### src/sv/ssmr_pkg.sv
`default_nettype none

package ssmr_pkg;

    // Configuration register indexes
    localparam logic [2:0] CFG_STRAIGHT_POS    = 3'd0;
    localparam logic [2:0] CFG_TURNOUT_POS     = 3'd1;
    localparam logic [2:0] CFG_STEP_SIZE       = 3'd2;
    localparam logic [2:0] CFG_POWER_SLOT      = 3'd3;
    localparam logic [2:0] CFG_FEEDBACK_SLOT_A = 3'd4;
    localparam logic [2:0] CFG_FEEDBACK_SLOT_B = 3'd5;

    localparam logic [15:0] POS_RESET  = 16'd1500;
    localparam logic [9:0]  STEP_RESET = 10'd2;

    // Job queue between the front and the back part
    localparam int QDEPTH = 4;
    localparam int QPTR_W = 2;
    localparam int QCNT_W = 3;

    typedef enum logic [1:0] {
        MODE_TICK    = 2'd0,
        MODE_SET     = 2'd1,
        MODE_TOGGLE  = 2'd2,
        MODE_RESTORE = 2'd3
    } t_mode;

    typedef enum logic [1:0] {
        MS_START = 2'd0,
        MS_MOVE  = 2'd1,
        MS_STOP  = 2'd2
    } t_motion;

    typedef enum logic [1:0] {
        RES_PULSE    = 2'd0,
        RES_POWER    = 2'd1,
        RES_FEEDBACK = 2'd2,
        RES_ATTACH   = 2'd3
    } t_res_kind;

    typedef enum logic [1:0] {
        JOB_SET    = 2'd0,
        JOB_STOP   = 2'd1,
        JOB_PULSE  = 2'd2,
        JOB_ATTACH = 2'd3
    } t_job_kind;

    typedef struct packed {
        logic [15:0] straight_pos;
        logic [15:0] turnout_pos;
        logic [9:0]  step_size;
        logic [11:0] power_slot;
        logic [11:0] feedback_slot_a;
        logic [11:0] feedback_slot_b;
    } t_cfg;

    typedef struct packed {
        t_job_kind   kind;
        logic        rep_a;
        logic        rep_b;
        logic [15:0] pulse_width;
    } t_job;

endpackage

`default_nettype wire

### src/sv/ssmr_front.sv
`default_nettype none

module ssmr_front
    import ssmr_pkg::*;
#(
    parameter int TICK_DIVIDE = 250
) (
    input  wire logic  i_clk,
    input  wire logic  i_rst_n,
    input  wire t_cfg  i_cfg,
    input  wire logic  i_valid,
    input  wire t_mode i_mode,
    input  wire logic  i_dir,
    input  wire logic  i_room,
    output logic       o_push,
    output t_job       o_job
);

    localparam int CNT_W = $clog2(TICK_DIVIDE + 2);
    localparam logic [CNT_W-1:0] CNT_CAP = CNT_W'(TICK_DIVIDE + 1);
    localparam logic [CNT_W-1:0] CNT_DIV = CNT_W'(TICK_DIVIDE);

    logic [15:0]        r_cur, n_cur;
    logic [15:0]        r_tgt, n_tgt;
    logic signed [11:0] r_step, n_step;
    logic [CNT_W-1:0]   r_cnt, n_cnt;
    t_motion            r_state, n_state;
    logic               r_dir, n_dir;

    logic               accept;
    logic               dir_sel;
    logic [15:0]        end_pos;
    logic [16:0]        diff;
    logic [15:0]        span;
    logic [11:0]        mag;
    logic               near;
    logic [CNT_W-1:0]   cnt_inc;
    logic               fire;
    logic signed [17:0] p_sum;
    logic [15:0]        p_clamp;
    logic               moving;
    logic [11:0]        step_pos;

    assign accept   = i_valid & i_room;
    assign dir_sel  = (i_mode == MODE_TOGGLE) ? ~r_dir : i_dir;
    assign end_pos  = dir_sel ? i_cfg.turnout_pos : i_cfg.straight_pos;
    assign diff     = {1'b0, r_cur} - {1'b0, r_tgt};
    assign span     = diff[16] ? 16'(-diff) : diff[15:0];
    assign mag      = r_step[11] ? 12'(-r_step) : 12'(r_step);
    assign near     = span < {4'b0, mag};
    assign cnt_inc  = (r_cnt == CNT_CAP) ? r_cnt : r_cnt + 1'b1;
    assign fire     = cnt_inc > CNT_DIV;
    assign p_sum    = $signed({2'b00, r_cur}) + $signed({{6{r_step[11]}}, r_step});
    assign moving   = (r_state == MS_MOVE);
    assign step_pos = {2'b00, i_cfg.step_size};

    // Position saturates to the 16-bit range.
    always_comb begin
        if (p_sum[17]) begin
            p_clamp = '0;
        end else if (p_sum[16]) begin
            p_clamp = '1;
        end else begin
            p_clamp = p_sum[15:0];
        end
    end

    always_comb begin
        n_state = r_state;
        if (accept) begin
            case (i_mode)
                MODE_TICK: begin
                    if (r_state != MS_STOP) begin
                        if (near) begin
                            n_state = MS_STOP;
                        end else if (fire && !moving) begin
                            n_state = MS_MOVE;
                        end
                    end
                end
                MODE_SET, MODE_TOGGLE: begin
                    n_state = MS_MOVE;
                end
                MODE_RESTORE: begin
                    n_state = MS_START;
                end
                default: begin
                    n_state = r_state;
                end
            endcase
        end
    end

    always_comb begin
        n_cur  = r_cur;
        n_tgt  = r_tgt;
        n_step = r_step;
        n_cnt  = r_cnt;
        n_dir  = r_dir;
        o_push = 1'b0;
        o_job  = '{kind: JOB_PULSE, rep_a: 1'b0, rep_b: 1'b0, pulse_width: 16'd0};
        if (accept) begin
            case (i_mode)
                MODE_TICK: begin
                    if (r_state != MS_STOP) begin
                        if (near) begin
                            // Reports follow the direction once stopped.
                            o_push      = 1'b1;
                            o_job.kind  = JOB_STOP;
                            o_job.rep_a = ~r_dir;
                            o_job.rep_b = r_dir;
                        end else begin
                            n_cnt = cnt_inc;
                            if (fire) begin
                                o_push = 1'b1;
                                if (moving) begin
                                    n_cur             = p_clamp;
                                    n_cnt             = '0;
                                    o_job.kind        = JOB_PULSE;
                                    o_job.pulse_width = p_clamp;
                                    if (r_step == 12'sd0 && r_tgt == p_clamp) begin
                                        n_step = 12'sd1;
                                    end
                                end else begin
                                    o_job.kind = JOB_ATTACH;
                                end
                            end
                        end
                    end
                end
                MODE_SET, MODE_TOGGLE: begin
                    n_tgt  = end_pos;
                    n_step = (end_pos < r_cur) ? $signed(-step_pos) : $signed(step_pos);
                    n_dir  = dir_sel;
                    // Reports carry the direction and motion from before the command.
                    o_push      = 1'b1;
                    o_job.kind  = JOB_SET;
                    o_job.rep_a = ~moving & ~r_dir;
                    o_job.rep_b = ~moving & r_dir;
                end
                MODE_RESTORE: begin
                    n_dir  = i_dir;
                    n_tgt  = end_pos;
                    n_cur  = end_pos;
                    n_step = 12'sd0;
                end
                default: begin
                    o_push = 1'b0;
                end
            endcase
        end
    end

    always_ff @(posedge i_clk) begin
        if (!i_rst_n) begin
            r_cur   <= POS_RESET;
            r_tgt   <= POS_RESET;
            r_step  <= 12'sd0;
            r_cnt   <= '0;
            r_state <= MS_START;
            r_dir   <= 1'b0;
        end else begin
            r_cur   <= n_cur;
            r_tgt   <= n_tgt;
            r_step  <= n_step;
            r_cnt   <= n_cnt;
            r_state <= n_state;
            r_dir   <= n_dir;
        end
    end

endmodule

`default_nettype wire

### src/sv/ssmr_queue.sv
`default_nettype none

module ssmr_queue
    import ssmr_pkg::*;
(
    input  wire logic i_clk,
    input  wire logic i_rst_n,
    input  wire logic i_push,
    input  wire t_job i_job,
    input  wire logic i_pop,
    output logic      o_room,
    output logic      o_avail,
    output t_job      o_head
);

    t_job              r_mem [QDEPTH];
    logic [QPTR_W-1:0] r_wr;
    logic [QPTR_W-1:0] r_rd;
    logic [QCNT_W-1:0] r_count;

    assign o_room  = (r_count != QCNT_W'(QDEPTH));
    assign o_avail = (r_count != '0);
    assign o_head  = r_mem[r_rd];

    always_ff @(posedge i_clk) begin
        if (i_push) begin
            r_mem[r_wr] <= i_job;
        end
    end

    always_ff @(posedge i_clk) begin
        if (!i_rst_n) begin
            r_wr    <= '0;
            r_rd    <= '0;
            r_count <= '0;
        end else begin
            if (i_push) begin
                r_wr <= r_wr + 1'b1;
            end
            if (i_pop) begin
                r_rd <= r_rd + 1'b1;
            end
            case ({i_push, i_pop})
                2'b10:   r_count <= r_count + 1'b1;
                2'b01:   r_count <= r_count - 1'b1;
                default: r_count <= r_count;
            endcase
        end
    end

`ifndef SYNTH
    a_no_overflow: assert property (@(posedge i_clk) disable iff (!i_rst_n)
        i_push |-> o_room)
        else $error("job pushed into a full queue");

    a_no_underflow: assert property (@(posedge i_clk) disable iff (!i_rst_n)
        i_pop |-> o_avail)
        else $error("job popped from an empty queue");

    a_count_bound: assert property (@(posedge i_clk) disable iff (!i_rst_n)
        r_count <= QCNT_W'(QDEPTH))
        else $error("queue fill count out of range");

    a_push_counts: assert property (@(posedge i_clk) disable iff (!i_rst_n)
        (i_push && !i_pop) |=> (r_count == $past(r_count) + 1'b1))
        else $error("push did not raise the fill count");
`endif

endmodule

`default_nettype wire

### src/sv/ssmr_back.sv
`default_nettype none

module ssmr_back
    import ssmr_pkg::*;
(
    input  wire logic  i_clk,
    input  wire logic  i_rst_n,
    input  wire t_cfg  i_cfg,
    input  wire logic  i_avail,
    input  wire t_job  i_head,
    output logic       o_pop,
    input  wire logic  i_ready,
    output logic       o_valid,
    output t_res_kind  o_kind,
    output logic [11:0] o_slot_number,
    output logic       o_slot_value,
    output logic [15:0] o_pulse_width,
    output logic       o_last
);

    logic        r_valid;
    t_res_kind   r_kind, n_kind;
    logic [11:0] r_slot, n_slot;
    logic        r_value, n_value;
    logic [15:0] r_pw, n_pw;
    logic        r_last, n_last;
    logic [1:0]  r_idx;

    logic        load;

    assign load  = i_avail & (~r_valid | i_ready);
    assign o_pop = load & n_last;

    // Word of the job at the head of the queue, picked by the word index.
    always_comb begin
        n_kind  = RES_PULSE;
        n_slot  = '0;
        n_value = 1'b0;
        n_pw    = '0;
        n_last  = 1'b1;
        case (i_head.kind)
            JOB_SET, JOB_STOP: begin
                n_last = (r_idx == 2'd2);
                case (r_idx)
                    2'd0: begin
                        n_kind  = RES_POWER;
                        n_slot  = i_cfg.power_slot;
                        n_value = (i_head.kind == JOB_SET);
                    end
                    2'd1: begin
                        n_kind  = RES_FEEDBACK;
                        n_slot  = i_cfg.feedback_slot_a;
                        n_value = i_head.rep_a;
                    end
                    default: begin
                        n_kind  = RES_FEEDBACK;
                        n_slot  = i_cfg.feedback_slot_b;
                        n_value = i_head.rep_b;
                    end
                endcase
            end
            JOB_PULSE: begin
                n_kind = RES_PULSE;
                n_pw   = i_head.pulse_width;
            end
            JOB_ATTACH: begin
                n_kind = RES_ATTACH;
            end
            default: begin
                n_kind = RES_PULSE;
            end
        endcase
    end

    always_ff @(posedge i_clk) begin
        if (!i_rst_n) begin
            r_valid <= 1'b0;
            r_idx   <= '0;
        end else if (load) begin
            r_valid <= 1'b1;
            r_idx   <= n_last ? 2'd0 : r_idx + 1'b1;
        end else if (i_ready) begin
            r_valid <= 1'b0;
        end
    end

    always_ff @(posedge i_clk) begin
        if (load) begin
            r_kind  <= n_kind;
            r_slot  <= n_slot;
            r_value <= n_value;
            r_pw    <= n_pw;
            r_last  <= n_last;
        end
    end

    assign o_valid       = r_valid;
    assign o_kind        = r_kind;
    assign o_slot_number = r_slot;
    assign o_slot_value  = r_value;
    assign o_pulse_width = r_pw;
    assign o_last        = r_last;

endmodule

`default_nettype wire

### src/sv/servo_slow_motion_ramp.sv
`default_nettype none

// Channel   Direction  tuser             tdata                                       tlast
// s_axis    in         [1:0] mode        [0] direction                               -
// m_axis    out        [1:0] kind        [11:0] slot_number [12] slot_value          last
//                                        [28:13] pulse_width
// cfg       in         -                 i_cfg_index selects, i_cfg_data written     -
//
// The front part takes one input word per cycle while the four-entry job queue has room.
// The back part sends one result word per cycle while the output is ready, from the job at
// the queue head; a set, toggle or stop gives three words and a pulse or attach gives one.
// A tick that causes no result never enters the queue.
// Reset is synchronous and active low; positions come up at 1500 with the motion in start.
// A stalled output holds its word while the queue keeps filling from the input side.

module servo_slow_motion_ramp
    import ssmr_pkg::*;
#(
    parameter int TICK_DIVIDE = 250
) (
    input  wire logic        i_clk,
    input  wire logic        i_rst_n,
    input  wire logic        s_axis_tvalid,
    output logic             s_axis_tready,
    input  wire logic [7:0]  s_axis_tdata,   // [0] direction
    input  wire logic [1:0]  s_axis_tuser,   // [1:0] mode
    output logic             m_axis_tvalid,
    input  wire logic        m_axis_tready,
    output logic [31:0]      m_axis_tdata,   // [11:0] slot_number, [12] slot_value,
                                             // [28:13] pulse_width
    output logic [1:0]       m_axis_tuser,   // [1:0] kind
    output logic             m_axis_tlast,
    input  wire logic        i_cfg_we,
    input  wire logic [2:0]  i_cfg_index,
    input  wire logic [15:0] i_cfg_data
);

    t_cfg        r_cfg;
    logic        push;
    t_job        job;
    logic        room;
    logic        avail;
    logic        pop;
    t_job        head;
    t_res_kind   kind;
    logic [11:0] slot_number;
    logic        slot_value;
    logic [15:0] pulse_width;

    always_ff @(posedge i_clk) begin
        if (!i_rst_n) begin
            r_cfg.straight_pos    <= POS_RESET;
            r_cfg.turnout_pos     <= POS_RESET;
            r_cfg.step_size       <= STEP_RESET;
            r_cfg.power_slot      <= '0;
            r_cfg.feedback_slot_a <= '0;
            r_cfg.feedback_slot_b <= '0;
        end else if (i_cfg_we) begin
            case (i_cfg_index)
                CFG_STRAIGHT_POS:    r_cfg.straight_pos    <= i_cfg_data;
                CFG_TURNOUT_POS:     r_cfg.turnout_pos     <= i_cfg_data;
                CFG_STEP_SIZE:       r_cfg.step_size       <= i_cfg_data[9:0];
                CFG_POWER_SLOT:      r_cfg.power_slot      <= i_cfg_data[11:0];
                CFG_FEEDBACK_SLOT_A: r_cfg.feedback_slot_a <= i_cfg_data[11:0];
                CFG_FEEDBACK_SLOT_B: r_cfg.feedback_slot_b <= i_cfg_data[11:0];
                default:             r_cfg                 <= r_cfg;
            endcase
        end
    end

    assign s_axis_tready = room;

    ssmr_front #(
        .TICK_DIVIDE (TICK_DIVIDE)
    ) u_front (
        .i_clk   (i_clk),
        .i_rst_n (i_rst_n),
        .i_cfg   (r_cfg),
        .i_valid (s_axis_tvalid),
        .i_mode  (t_mode'(s_axis_tuser)),
        .i_dir   (s_axis_tdata[0]),
        .i_room  (room),
        .o_push  (push),
        .o_job   (job)
    );

    ssmr_queue u_queue (
        .i_clk   (i_clk),
        .i_rst_n (i_rst_n),
        .i_push  (push),
        .i_job   (job),
        .i_pop   (pop),
        .o_room  (room),
        .o_avail (avail),
        .o_head  (head)
    );

    ssmr_back u_back (
        .i_clk         (i_clk),
        .i_rst_n       (i_rst_n),
        .i_cfg         (r_cfg),
        .i_avail       (avail),
        .i_head        (head),
        .o_pop         (pop),
        .i_ready       (m_axis_tready),
        .o_valid       (m_axis_tvalid),
        .o_kind        (kind),
        .o_slot_number (slot_number),
        .o_slot_value  (slot_value),
        .o_pulse_width (pulse_width),
        .o_last        (m_axis_tlast)
    );

    assign m_axis_tuser = kind;
    assign m_axis_tdata = {3'b000, pulse_width, slot_value, slot_number};

endmodule

`default_nettype wire
### config.mk
export PLATFORM = sky130hd
export DESIGN_NAME = servo_slow_motion_ramp
export DESIGN_NICKNAME = d
export VERILOG_FILES = /design/src/sv/ssmr_pkg.sv /design/src/sv/ssmr_front.sv /design/src/sv/ssmr_queue.sv /design/src/sv/ssmr_back.sv /design/src/sv/servo_slow_motion_ramp.sv
export SDC_FILE = /design/constraint.sdc
export NUM_CORES = 1
export LEC_CHECK = 0
export BUFFER_PORTS_ARGS = -buffer_cell sky130_fd_sc_hd__buf_2
export CELL_PAD_IN_SITES_DETAIL_PLACEMENT = 1
export CELL_PAD_IN_SITES_GLOBAL_PLACEMENT = 1
export CORE_MARGIN = 2
export CORE_UTILIZATION = 45
export DETAILED_ROUTE_END_ITERATION = 8
export HOLD_SLACK_MARGIN = 0.1
export PLACE_DENSITY_LB_ADDON = 0.05
export REMOVE_ABC_BUFFERS = 1
export SLEW_MARGIN = 20
export SYNTH_ARGS = -nofsm -noshare
export SYNTH_HDL_FRONTEND = slang
export SYNTH_HIERARCHICAL = 1
export SYNTH_SLANG_ARGS = --single-unit
### constraint.sdc
create_clock -name i_clk -period 5.48 [get_ports i_clk]
set_input_delay 0.548 -clock i_clk [delete_from_list [all_inputs] [get_ports i_clk]]
set_output_delay 0.548 -clock i_clk [all_outputs]
set_load 0.05 [all_outputs]
Yosys cells after proc, flatten, opt, wreduce, memory -nomap -nowiden
Memory sizes are Yosys's and may differ from the RTL's. A register that Yosys moved wholly into a read port is not among the register bits. Cells that the tools add are included.

Equal/unequal tests: 26. Magnitude comparators: 3. Add/subtract/negate cells: 11. Multiplexer cells: 55. Bitwise gates (word level): 10. Reductions and logical operators: 28.

Operators by type and width (number): 2-to-1 mux 16 bit (12); 2-to-1 mux 12 bit (7); 2-to-1 mux 20 bit (2); one-hot mux 12 bit (3 select lines) (1); one-hot mux 16 bit (2 select lines) (1); 2-to-1 mux 8 bit (3); one-hot mux 12 bit (2 select lines) (1); 2-to-1 mux 2 bit (10); adder 17 x 12 -> 18 bit (1); subtractor 16 x 16 -> 17 bit (1); equality test 16 bit (1); < comparator 16 x 12 -> 1 bit (1); < comparator 16 bit (1); negator 16 bit (1); AND reduction 2 bit (8); equality test 2 bit (second input constant) (6); zero test 12 bit (1); negator 10 -> 12 bit (1); negator 12 bit (1); one-hot mux 2 bit (3 select lines) (2); AND reduction 6 bit (2); 2-to-1 mux 1 bit (11); equality test 2 x 1 -> 1 bit (second input constant) (5); adder 8 x 1 -> 8 bit (second input constant) (1); 28 further kinds (52).

Output and inout port bits: 37. Memories kept: 1. Word-level logic and storage cells: 156. Memory bits (writable): 80. Register bits: 175.

Memory list: u_queue.r_mem (words 4, bits a word 20, rd ports 1, clocked after memory_dff 1, wr ports 1, RTL line ssmr_queue.sv:16) `t_job r_mem [QDEPTH];`.

Logic depth before layout (Yosys ltp)
Gate-level depths: netlist (run 1).

Depth after elaboration: 11. Mapped depth: 31.

Modules after synthesis
Netlist (run 1), hierarchy kept.

By module, submodules not included: ssmr_front (sequential area each 1101.1 sq um, instances 1, area each 6723.9 sq um, cells each 898); ssmr_queue (sequential area each 2582.5 sq um, instances 1, area each 3335.7 sq um, cells each 150); servo_slow_motion_ramp (sequential area each 1561.5 sq um, instances 1, area each 2980.4 sq um, cells each 289); ssmr_back (sequential area each 1021.0 sq um, instances 1, area each 1788.0 sq um, cells each 139).

Worst setup path after synthesis (run 1)
No wires, ideal clock.

Path type: flip-flop to flip-flop. From: register u_front.r_cur[0]. To: register u_queue.r_count[2]. Setup time: 0.070 ns. Data arrival time: 5.472 ns. Required time: 5.410 ns. Path slack: -0.062 ns. Cell stages (with the launch flop): 31. Cells stage by stage: dfxtp_1 > inv_1 > ha_1 > inv_1 > fa_1 > a211oi_2 > o31ai_4 > o221ai_2 > nand3_1 > a41oi_1 > buf_2 > o21ai_0 > ha_1 > a21boi_0 > o21a_1 > o21a_1 > o21a_1 > o21ai_0 > a21oi_1 > o31a_1 > a211oi_2 > a21oi_1 > o21ai_0 > nor2b_1 > inv_1 > ha_1 > inv_1 > fa_1 > xor2_1 > or3_1 > a21boi_1.

Longest elaborated chain between the ends: 10. Elaborated cells on any way between the ends: 12.

RTL lines: start, declared (RTL line ssmr_front.sv:23) `logic [15:0] r_cur, n_cur;`; start signal, assigned (RTL line ssmr_front.sv:163) `r_cur <= n_cur;`; subtractor 16 x 16 -> 17 bit (*) (RTL line ssmr_front.sv:47) `assign diff = {1'b0, r_cur} - {1'b0, r_tgt};`; negator 16 bit (RTL line ssmr_front.sv:48) `assign span = diff[16] ? 16'(-diff) : diff[15:0];`; 2-to-1 mux 16 bit (*) (RTL line ssmr_front.sv:48); < comparator 16 x 12 -> 1 bit (*) (RTL line ssmr_front.sv:50) `assign near = span < {4'b0, mag};`; 2-to-1 mux 1 bit (*) (RTL line ssmr_front.sv:106) `if (near) begin`; 2-to-1 mux 1 bit (*) (RTL line ssmr_front.sv:105) `if (r_state != MS_STOP) begin`; one-hot mux 1 bit (2 select lines) (*) (RTL line ssmr_front.sv:103) `case (i_mode)`; 2-to-1 mux 1 bit (*) (RTL line ssmr_front.sv:102) `if (accept) begin`; named net push (RTL line servo_slow_motion_ramp.sv:39) `logic push;`; equality test 2 x 1 -> 1 bit / equality test 2 bit (equally long branches) (RTL line ssmr_queue.sv:43) `case ({i_push, i_pop})`; one-hot mux 3 bit (2 select lines) / nonzero test 2 bit (equally long branches); end signal, assigned (RTL line ssmr_queue.sv:44) `2'b10: r_count <= r_count + 1'b1;`; end signal, assigned (RTL line ssmr_queue.sv:45) `2'b01: r_count <= r_count - 1'b1;`; end signal, assigned (RTL line ssmr_queue.sv:46) `default: r_count <= r_count;`; end, declared (RTL line ssmr_queue.sv:19) `logic [QCNT_W-1:0] r_count;`.

Mark *: on every way through the listed nets, which the timed path passes. The rest lies on a longest branch. A chain may end at the register's enable or synchronous reset.

Final worst setup path (run 1)
Same ends and word-level chain as after synthesis.

==> metrics.md, run 1 <==
| Metric | Value |
|---|---|
| Die width | 186 um |
| Pins Over Slew Limit | 0 |
| Hpwl dp | 32100 um |
| Finished Layout Cells | 2045 |
| Clk Latency, worst-skew pair | 0.54 ns |
| Commonest non-fill, non-tap cell in the layout | nand2_1 |
| CTS tree | yes |
| Largest fanout on the critical path | 5 |
| Row count | 66 |
| CP arrival | 5.79 ns |
| Core area | 0.0325 mm2 |
| RSZ-0062 raised after global routing | true |
| Remaining DRCs | 0 |
| Synth Warn # | 6 |
| Max cap viols | 0 |
| Fin Clk Skew | 0.0238 ns |
| Outcome | completed |
| Routed wire length | 43200 um |
| Sink Count | 257 |
| I/O pin count | 71 |
| Vias in the first global route | 11900 |
| Post-synthesis sequential area ratio | 42.3% |
| Pre-antenna DRT Iters | 5 |
| CP endpoint kind | register |
| Area delta synth->final | 14.5% |
| Proportion of layout cells with a drive suffix above 1 | 18.8% |
| CP bufs+invs | 6 |
| Total track usage | 25.2% |
| ANT nets after route | 0 |
| Slowest-stage cell, CP | fa_2 |
| Antenna violations before repair | 0 |
| Die area | 0.0344 mm2 |
| Peak supply drop | 277 uV |
| Final Hold Vio Count | 0 |
| Initial Util | 45.7% |
| Top FF cell, synth | dfxtp_1 |
| Max-slew headroom | 28.9% |
| EDFF count, synth | 112 |
| Syn Inst Count | 1476 |
| Post-synth cell types | 94 |
| Critical path's top delay family | compound AO/OA/AOI/OAI gates |
| Static Leakage | 6.68 nW |
| CTS root buf | clkbuf_16 |
| Post-Syn Area | 0.0148 mm2 |
| Syn Area/Cell | 10.0 um2 |
| Vias per std cell | 5.71 |
| Utilization after layout | 52.3% |
| Antenna Cells | 0 |
| Post-DP Area | 0.0160 mm2 |
| Crit Path Category | register to register |
| Crit share post-route | 97.2% |
| Worst-path clk slew | 0.06 ns |
| GPL Wtd Cong | 0.848 |
| Worst Max-Slew Pin Slew | 1.06 ns |
| Data required, critical path | 5.95 ns |
| First-pass GRT wire length | 67100 um |
| 1st-iter DRT viols | 656 |
| Max Clock Freq | 0.188 GHz |
| Final setup viols | 0 |
| Most used cell, CP | inv_2 |
| Cell Pwr Density | 429 mW/mm2 |
| Hold WC Path Type | input pin to register |
| Maximum number of pins on one net before global-route repair | 71 |
| Commonest cells after routing, fill and taps aside | nand2_1 (166), dfxtp_1 (143), edfxtp_1 (112), mux2i_1 (100), buf_4 (83) |
| Synth Register Bits | 257 |
| Largest stage delay, worst path | 0.36 ns |
| Startpoint types | register |
| GR Overflow Total | 0 |
| Layout filler cell count | 3618 |
| Final min period | 5.33 ns |
| CTS buffer count | 27 |
| Vert. Die Dim | 186 um |
| Placed cells | 1988 |
| Synth async-reset ratio | 0% |
| Routed WL per cell | 21.1 um |
| Final nets | 1695 |
| Fin area | 0.0170 mm2 |
| CTS max path bufs | 3 |
| DR vias | 11700 |
| Port Buffers | 60 |
| CTS HTree Levels | 1 |
==> registers in the layout, indices dropped and copies added (netlist names), 2 cells and up, named ones only <==
| signal | count |
|---|---|
| r_cfg | 78 |
| u_back/o_kind | 2 |
| u_back/o_pulse_width | 16 |
| u_back/o_slot_number | 12 |
| u_back/r_idx | 2 |
| u_front/r_cnt | 8 |
| u_front/r_cur | 16 |
| u_front/r_state | 2 |
| u_front/r_step | 12 |
| u_front/r_tgt | 16 |
| u_queue/r_count | 3 |
| u_queue/r_mem | 80 |
| u_queue/r_rd | 2 |
| u_queue/r_wr | 2 |
==> worst register-to-register path: cells and delay by family, from the launching register on <==
kind	cells	cell delay (ns)
compound gates	16	2.53
xor+xnor	1	0.07
fa+ha+maj	5	1.08
buf+inv	6	0.57
flops	1	0.33
simple gates	4	0.68
==> where the power goes <==
part           total (W)  leakage (nW)  switching (W)  internal (W)
Clock            0.00174         0.398       0.000763      0.000975
Sequential       0.00239          2.14       0.000104       0.00228
Combinational    0.00315          4.14        0.00201       0.00113
==> cells by family after synthesis <==
logic type      synth area share [%]
buf+inv                         4.60
xor+xnor                        3.35
compound gates                  15.8
other cells                   0.0253
simple gates                    16.2
flops                           42.3
fa+ha+maj                       6.73
mux                             11.0
==> per-stage QoR <==
step	TNS, ns	power (W)	setup WS (ns)	hold slack [ns]
detailed placement	-5.53	0.00545	-0.360	0.448
finish	0	0.00727	0.153	0.299
CTS	-0.0294	0.00730	-0.0294	0.270
floorplan	-13.86	0.00453	-0.254	0.431
global route	-0.163	0.00770	-0.106	0.277
global placement	-0.281	0.00539	-0.149	0.440
==> final timing paths <==
check,start,end,cells past startpoint,slack (ns)
setup / recovery,u_front/r_cur[0],u_queue/r_count[2],32,0.15
hold / removal,i_cfg_data[15],r_cfg[77],3,0.30
setup reg to reg,u_front/r_cur[0],u_queue/r_count[2],32,0.15
hold reg to reg,r_cfg[47],r_cfg[47],2,0.46
==> timing repair <==
action                                  in CTS  in global routing
resized for setup                           25                  7
pin swaps                                   16                 19
setup buffers                                6                  2
hold buffers                                 0                  0
hold endpoints to repair                     0                  0
endpoints found under the setup margin      63                 68
==> area by class of cell <==
cell class | instances | area [um2] | share of cell area (%)
Tap cell | 442 | 553 | 3.26
Clock buffer | 38 | 727 | 4.28
Multi-Input combinational cell | 1074 | 8010 | 47.2
Sequential cell | 257 | 6270 | 36.9
Clock inverter | 11 | 91.3 | 0.538
Inverter | 74 | 278 | 1.64
Timing Repair Buffer | 149 | 1050 | 6.18
==> cells in the mapped netlist, drive strengths merged (17+ instances only) <==
library cell  number  area (um2)
a221oi            29         317
buf               40         280
nor2              81         312
nand3             34         170
and2              37         231
mux2i            100        1000
inv               73         274
dfxtp            145        2900
a21o              17         128
o21ai             57         289
nand2            168         633
a21oi             81         458
ha                75         938
a211oi            22         175
xor2              30         263
edfxtp           112        3360
xnor2             25         234
mux4              20         450
clkbuf            33         124
nor3              40         200
nor2b             37         234
==> routing by layer <==
layer  vias up  share of wire [%]  GRT usage (%)  wire length (um)
li1       5630                  -              -                 -
met1      5773                 45           33.1             19400
met2       215                 48           43.4             20800
met3        65                3.8           3.11              1650
met4         0                3.1           7.97              1340
met5         -                  0              0                 0
Note: power is estimated with default switching activity, not from simulation.
==> inputs of run 2 (changes only) <==
ABC_AREA = 1   (was unset)
CORE_UTILIZATION = 41   (was 45)
==> metrics.md, run 2 <==
| Metric | Value |
|---|---|
| Routed wire length | 50500 um |
| Syn Area/Cell | 7.07 um2 |
| Final Hold Vio Count | 0 |
| CTS HTree Levels | 1 |
| Reg-to-reg endpoint | u_queue/r_count[1] |
| Crit Path Category | register to register |
| Setup TNS | 0 ns |
| Outcome | completed |
| Syn Inst Count | 2229 |
| Area share of the largest cell type after synthesis | 21.3% |
| Synth Register Bits | 257 |
| Hpwl dp | 37900 um |
| 1st-iter DRT viols | 906 |
| CP arrival | 5.59 ns |
| Fin Clk Skew | 0.0304 ns |
| CTS root buf | clkbuf_16 |
| Post-synthesis sequential area ratio | 39.8% |
| Worst Setup SP | u_front/r_cur[0] |
| Hold wc startpoint | i_cfg_data[2] |
| Reg2reg start | u_front/r_cur[0] |
| Internal power | 0.00472 W |
| Post-DP Area | 0.0165 mm2 |
| Sink Count | 257 |
| Largest regs | u_queue/r_mem (80), r_cfg (78) |
| Comb power frac | 48.2% |
| Top FF cell, synth | dfxtp_1 |
| Static Leakage | 8.38 nW |
| Vert. Die Dim | 200 um |
| Hold WC Path Type | input pin to register |
| CTS tree | yes |
| Total track usage | 25.8% |
| Top-count cell post-synth | nand2_1 |
| Max cap viols | 0 |
| Switch Pwr | 0.00398 W |
| Max Clock Freq | 0.197 GHz |
| Clk Latency, worst-skew pair | 0.58 ns |
| Crit share post-route | 92.8% |
| Remaining DRCs | 0 |
| Maximum number of pins on one net before global-route repair | 89 |
| Routed WL per cell | 18.0 um |
| Proportion of layout cells with a drive suffix above 1 | 9.88% |
| Largest stage delay, worst path | 0.46 ns |
| RSZ-0062 raised after global routing | false |
| Die width | 200 um |
| Commonest non-fill, non-tap cell in the layout | nand2_1 |
| Startpoint types | register |
| Final min period | 5.08 ns |
| Area leader, netlist | edfxtp_1 |
| Synth Warn # | 6 |
| CTS max path bufs | 3 |
| Post-Syn Area | 0.0158 mm2 |
| Pre-antenna DRT Iters | 5 |
| Antenna violations before repair | 1 |
| Vias per std cell | 5.15 |
| Max-slew headroom | 26.0% |
| Most used cell, CP | inv_1 |
| Fin area | 0.0176 mm2 |
| EDFF count, synth | 112 |
| CTS buffer count | 31 |
| Slowest-stage cell, CP | fa_2 |
| GPL Wtd Cong | 0.899 |
| Area delta synth->final | 11.4% |
| CP bufs+invs | 9 |
| Final setup viols | 0 |
| Top post-synthesis cells by count | nand2_1 (643), nor2_1 (327), inv_1 (262) |
| Worst R2R Path Depth | 30 |
| Data required, critical path | 5.98 ns |
| Critical path's top delay family | adder cells |
| Largest fanout on the critical path | 5 |
| Cell Pwr Density | 495 mW/mm2 |
| Post-synth cell types | 47 |
| Max reg flops | 80 |
| First-pass GRT wire length | 80400 um |
| Largest reg by FF count | u_queue/r_mem |
| Row count | 71 |
| Initial Util | 41.7% |
| I/O pin count | 71 |
| DR vias | 14500 |
| Antenna Cells | 0 |
| Critical Path End | u_queue/r_count[1] |
| Worst path depth | 30 |
| Vias in the first global route | 14600 |
| Final nets | 2384 |
| Peak supply drop | 251 uV |
| Layout filler cell count | 4844 |
| ANT nets after route | 0 |
| Worst Max-Slew Pin Slew | 1.11 ns |
| Synth async-reset ratio | 0% |
| Clock power share | 23.3% |
| Worst-path clk slew | 0.06 ns |
| CP endpoint kind | register |
| Reg2Reg Setup Slack | 0.40 ns |
| Utilization after layout | 46.5% |
| Core area | 0.0378 mm2 |
| Commonest cells after routing, fill and taps aside | nand2_1 (643), nor2_1 (324), inv_1 (260), nand3_1 (208), dfxtp_1 (145) |
| GR Overflow Total | 0 |
| Largest cells by area after synthesis | edfxtp_1 (21%), dfxtp_1 (18%), nand2_1 (15%) |
| Die area | 0.0400 mm2 |
| Port Buffers | 60 |
| Hold_buf cts | 0 |
| Pins Over Slew Limit | 0 |
| Sw Share | 45.7% |
| Sequential Power Share | 28.5% |
==> run 2: changes by cell type in the layout (fill, tap and decap cells not counted), sizes merged, moves of 20 or more <==
| cell | previous run | this run |
|---|---|---|
| a211oi | 22 | 2 |
| mux2i | 100 | 1 |
| nand2 | 168 | 658 |
| nor3 | 40 | 17 |
| o21ai | 57 | 95 |
| a221oi | 29 | 0 |
| mux4 | 20 | 0 |
| nor2 | 81 | 355 |
| nand3 | 34 | 222 |
| inv | 75 | 277 |
| buf | 149 | 88 |
| o22ai | 0 | 22 |
| nor2b | 37 | 0 |
| and2 | 37 | 0 |
==> run 2: routing by layer <==
| metal | part of all wire (%) | GRT usage [%] | vias to the layer above |
|---|---|---|---|
| met2 | 47 | 44.0 | 246 |
| met1 | 47 | 35.6 | 6950 |
| li1 | - | - | 7217 |
| met4 | 1.8 | 5.10 | 0 |
| met3 | 4.2 | 2.67 | 47 |
| met5 | 0 | 0 | - |
==> run 2: cells by family after synthesis <==
group	after synthesis	synth area share (%)
other	1	0.0238
buffers and inverters	357	9.43
muxes	1	0.0635
xor gates and xnor gates	37	2.06
AOI/OAI and AO/OA	221	7.97
adders and majority gates	78	6.34
DFF	257	39.8
and+or+nand+nor	1277	34.4
==> run 2: repair_timing <==
item | CTS | global route
gates resized for setup | 0 | 12
setup endpoints to repair | 0 | 3
setup buffers | 0 | 0
==> run 2: how the worst min path moves through the flow <==
stage / end / slack, ns / depth (start not counted)
global route: r_cfg[68] / 0.23 / 3
CTS: r_cfg[48] / 0.20 / 3
global placement: u_queue/r_rd[1] / 0.43 / 1
floorplan: register / 0.41 / 1
finish: r_cfg[48] / 0.22 / 3
detailed placement: u_queue/r_rd[1] / 0.44 / 1
==> run 2: final cells by class <==
cell class | count | area (um2) | area share [%]
inverter | 277 | 1040 | 5.92
timing repair buffer | 88 | 567 | 3.23
sequential | 257 | 6270 | 35.7
clock inverter | 17 | 174 | 0.991
clock buffer | 41 | 823 | 4.69
multi-input combinational | 1617 | 8050 | 45.8
tap | 511 | 639 | 3.64
==> run 2: stage by stage <==
step,setup slack [ns],power [W],instances,hold WS (ns)
finish,0.396,0.00870,2808,0.221
global route,0.0207,0.00936,2808,0.227
CTS,0.0857,0.00874,2808,0.200
detailed placement,0.141,0.00666,2750,0.439
global placement,0.336,0.00653,2750,0.430
floorplan,0.871,0.00544,2151,0.412
==> run 2: worst reg2reg max path, delay by kind of cell (launching register included) <==
family	cells	cell delay [ns]
xor gates and xnor gates	1	0.17
DFF	1	0.34
AOI/OAI and AO/OA	6	0.85
adders and majority gates	6	1.80
and+or+nand+nor	8	1.01
buffers and inverters	9	0.88
==> run 2: power groups by stage <==
stage	registers [W]	logic [W]	clock network (W)
floorplan	0.00294	0.00250	0
global placement	0.00251	0.00402	0
detailed placement	0.00252	0.00414	0
CTS	0.00248	0.00417	0.00208
global route	0.00251	0.00470	0.00214
finish	0.00248	0.00419	0.00203
